[config.mk]
export PLATFORM = sky130hd
export DESIGN_NAME = csalu_queue
export DESIGN_NICKNAME = d
export VERILOG_FILES = /design/src/rtl/csalu_pkg.sv /design/src/rtl/csalu_queue.sv
export SDC_FILE = /design/constraint.sdc
export NUM_CORES = 1
export LEC_CHECK = 0
export ABC_CLOCK_PERIOD_IN_PS = 6600
export BUFFER_PORTS_ARGS = -buffer_cell sky130_fd_sc_hd__buf_2
export CAP_MARGIN = 20
export CORE_UTILIZATION = 57
export CTS_CLUSTER_SIZE = 28
export DETAILED_ROUTE_END_ITERATION = 7
export PLACE_DENSITY = 0.79
export SLEW_MARGIN = 20
export SYNTH_ARGS = -nofsm -noshare
export SYNTH_HDL_FRONTEND = slang
export SYNTH_SLANG_ARGS = --single-unit
[constraint.sdc]
create_clock -name i_clk -period 6.6 [get_ports i_clk]
set_clock_uncertainty 0.15 [all_clocks]
set_input_delay 1.32 -clock i_clk [delete_from_list [all_inputs] [get_ports i_clk]]
set_output_delay 1.32 -clock i_clk [all_outputs]
set_load 0.005 [all_outputs]
[src/rtl/csalu_pkg.sv]
// Shared types and codes for the complex sample ALU.
// Used by the front, queue, back and top level; depends on nothing.
package csalu_pkg;

    localparam logic [2:0] REQ_ADD   = 3'd0;
    localparam logic [2:0] REQ_SUB   = 3'd1;
    localparam logic [2:0] REQ_MUL   = 3'd2;
    localparam logic [2:0] REQ_DIV   = 3'd3;
    localparam logic [2:0] REQ_CONJ  = 3'd4;
    localparam logic [2:0] REQ_SCALE = 3'd5;

    localparam int QDEPTH = 4;
    localparam int QAW    = 2;

    typedef enum logic [2:0] {
        K_ADD,
        K_SUB,
        K_MUL,
        K_DIV,
        K_CONJ,
        K_SCALE,
        K_NONE
    } t_kind;

    typedef struct packed {
        t_kind kind;
        logic  is_prod;
    } t_cls;

endpackage

[src/rtl/csalu_queue.sv]
// Short request queue between front and back end.
// Depends on csalu_pkg for depth constants.
module csalu_queue #(
    parameter int WIDTH = 8
) (
    input  logic             i_clk,
    input  logic             i_rst_n,
    input  logic             i_wr,
    input  logic [WIDTH-1:0] i_wdata,
    output logic             o_full,
    output logic             o_empty,
    input  logic             i_rd,
    output logic [WIDTH-1:0] o_rdata
);

    logic [WIDTH-1:0]          r_mem [csalu_pkg::QDEPTH];
    logic [csalu_pkg::QAW-1:0] r_wr_ptr;
    logic [csalu_pkg::QAW-1:0] r_rd_ptr;
    logic [csalu_pkg::QAW:0]   r_count;
    logic                      n_wr;
    logic                      n_rd;

    assign o_full  = (r_count == (csalu_pkg::QAW+1)'(csalu_pkg::QDEPTH));
    assign o_empty = (r_count == '0);
    assign o_rdata = r_mem[r_rd_ptr];
    assign n_wr    = i_wr && !o_full;
    assign n_rd    = i_rd && !o_empty;

    always_ff @(posedge i_clk) begin
        if (n_wr) begin
            r_mem[r_wr_ptr] <= i_wdata;
        end
    end

    always_ff @(posedge i_clk) begin
        if (!i_rst_n) begin
            r_wr_ptr <= '0;
            r_rd_ptr <= '0;
            r_count  <= '0;
        end else begin
            if (n_wr) begin
                r_wr_ptr <= r_wr_ptr + 1'b1;
            end
            if (n_rd) begin
                r_rd_ptr <= r_rd_ptr + 1'b1;
            end
            if (n_wr && !n_rd) begin
                r_count <= r_count + 1'b1;
            end else if (n_rd && !n_wr) begin
                r_count <= r_count - 1'b1;
            end
        end
    end

endmodule

==> flow_summary.ini <==
[worst_setup_path]
required_ns = 5.13
reg2reg_depth = 8
rr_startpoint = r_count[0]
crit_path_end = o_rdata[7]
crit_type = flop to primary output
worstReg2RegEnd = r_count[2]
path_cells = mux4_2 -> buf_2
startpoint_type = flop
crit_path_end_kind = primary output
crit_fanout = 8
crit_slowest_cell = dfxtp_1
slowest_delay_ns = 0.67
reg2reg_slack_ns = 4.12
cp.arrival_ns = 1.74

[sta]
fin_crit_sh_pct = 48.6
rsz0062_at_grt = no
finalSetupTns_ns = 0
setup_viol = 0
hold_viol = 0
fmax_mhz = 312
period_minus_slack_ns = 3.21
final_max_slew_viol_count = 0
worstMarginPinSlew_ns = 0.536
max_slew_margin_pct = 64.2

[worst_hold_path]
min_path_type = flop to flop

[run]
max-cap-violations = 0

[routing]
via_count = 793
drtIter0Drc = 30
postRouteAntennaNets = 0
dr.pass1.iters = 6
route.detailed.wl_per_inst_microns = 16.6
drc_errors = 2
vias_per_cell = 5.43
routed_wl_microns = 2430

[clock_tree]
clock_latency_ns = 0.34
cts_resized = 0
cts_sinks = 41
htreeDepth = 2
cts_setup_buffers = 0
clk_pin_slew_ns = 0.11
clk_path_buf_depth = 2
root_buffer = clkbuf_4
numCtsBuffers = 5
cts_tree = yes
ctsHoldBuffers = 0

[layout]
num_antenna_cells = 0
layout_commonest_cell = edfxtp_1
syn_to_final_growth_pct = 10.4
drive_above_1_share_pct = 32.2
design_area_sq_mm = 0.00181
layout_common_cells = 32 x edfxtp_1, 21 x buf_2, 9 x dfxtp_1
finalNetCount = 132

[pwr]
p_sw_mw = 0.178
p_comb_share_pct = 25.6
powerDensity_mw_per_mm2 = 348
ir_worst_vdd_uv = 254
p_int_mw = 0.451
swShare_pct = 28.3
leakage_nw = 0.656
clock_power_share_pct = 18.0
pwr-share-seq_pct = 56.4

[synthesis]
synth-seq-area-share_pct = 69.6
avgSynthCellArea_sq_um = 18.2
ys_seq_elements = 41
synthesis.nets = 108
syn-cell-area_sq_mm = 0.00164
yosys_warnings = 0
syn_inst = 90
ys_types = 23

[floorplan]
dieArea_sq_mm = 0.00309
io_pins = 22
core_sq_mm = 0.00273
die_w_microns = 55.6
die_y_microns = 55.6
rows = 19
initial_core_util_pct = 60.0

[grt]
grt.total_usage_pct = 18.7
antenna_found_initial = 0
grt_pass1_wl_microns = 4080
grt_pass1_vias = 815
grt_max_degree = 13
overflow = 0

[placement]
hpwl_microns = 1730
port_buffers = 21
place_area_sq_mm = 0.00176
routabilityCongestion = 0.637

[outcome]
violations = DRC
status = finished, violations left
[worst min path at each step]
stage	from	cells past startpoint	slack (ns)	to
floorplan	r_wr_ptr[1]	2	0.32	r_wr_ptr[1]
global placement	r_wr_ptr[1]	2	0.33	r_wr_ptr[1]
detailed placement	r_wr_ptr[1]	2	0.35	r_wr_ptr[1]
CTS	r_wr_ptr[1]	2	0.37	r_wr_ptr[1]
global route	r_wr_ptr[1]	2	0.38	r_wr_ptr[1]
finish	r_wr_ptr[1]	2	0.36	r_wr_ptr[1]
[worst max-delay path: cells and delay by family (launching register included)]
kind | cells | cell delay (ns)
buffers and inverters | 1 | 0.15
muxes | 1 | 0.58
DFF | 1 | 0.67
[cell type report]
type	instances	area, sq um
inverter	3	11.3
tap	31	38.8
timing repair buffer	21	105
clock inverter	3	12.5
fill	188	925
clock buffer	5	37.5
multi-input combinational	42	463
sequential	41	1140
[metal layers]
layer | track usage (%) | share of wire (%) | vias up
li1 | - | - | 388
met1 | 22.2 | 40 | 380
met2 | 29.8 | 53 | 19
met3 | 7.67 | 4.7 | 6
met4 | 8.93 | 2.2 | 0
met5 | 0 | 0 | -
[sequential cells by signal, indices dropped and copies added, names as in the netlist, named ones only]
register and flops:
r_count 3, r_mem 32, r_rd_ptr 2, r_wr_ptr 2
[power by group through the flow]
| stage | Clock, mW | Combinational [mW] | Sequential (mW) |
|---|---|---|---|
| floorplan | 0 | 0.130 | 0.340 |
| global placement | 0 | 0.155 | 0.361 |
| detailed placement | 0 | 0.163 | 0.363 |
| CTS | 0.117 | 0.164 | 0.356 |
| global route | 0.130 | 0.178 | 0.362 |
| finish | 0.113 | 0.161 | 0.355 |
[cell families (layout without fill, tap and decap cells)]
| logic type | count (synthesis) | in the layout | share of synthesized area, % |
|---|---|---|---|
| simple gates | 17 | 17 | 6.18 |
| flops | 41 | 41 | 69.6 |
| fa+ha+maj | 6 | 6 | 5.04 |
| compound gates | 4 | 4 | 2.06 |
| xor+xnor | 4 | 4 | 2.14 |
| buf+inv | 7 | 32 | 2.14 |
| mux | 11 | 11 | 12.8 |
[through the flow]
step                      std cells  util (%)  total power [mW]  setup WS [ns]  hold slack (ns)
after detailed placement        138      64.3             0.526           3.29            0.351
after global placement          138      64.3             0.516           3.38            0.334
after CTS                       146      66.2             0.637           3.33            0.367
final                           146      66.2             0.629           3.39            0.359
after floorplan                  90         -             0.470           3.65            0.318
after global routing            146      66.2             0.670           3.25            0.377
[synth_stat cells (all sizes together)]
library cell   n  area (sq um)
xnor2          3          26.3
ha             5          62.6
fa             1          20.0
xor2           1          8.76
o311ai         1          8.76
edfxtp        32           961
inv            3          11.3
nand2          4          15.0
or3            1          6.26
mux2i          3          30.0
o31ai          1          12.5
and2           8          50.1
dfxtp          9           180
o21ai          1          5.00
a21boi         1          7.51
nor3           1          5.00
nor2b          2          12.5
mux4           8           180
buf            3          20.0
clkbuf         1          3.75
nor3b          1          12.5
(Power assumes the default switching activity.)
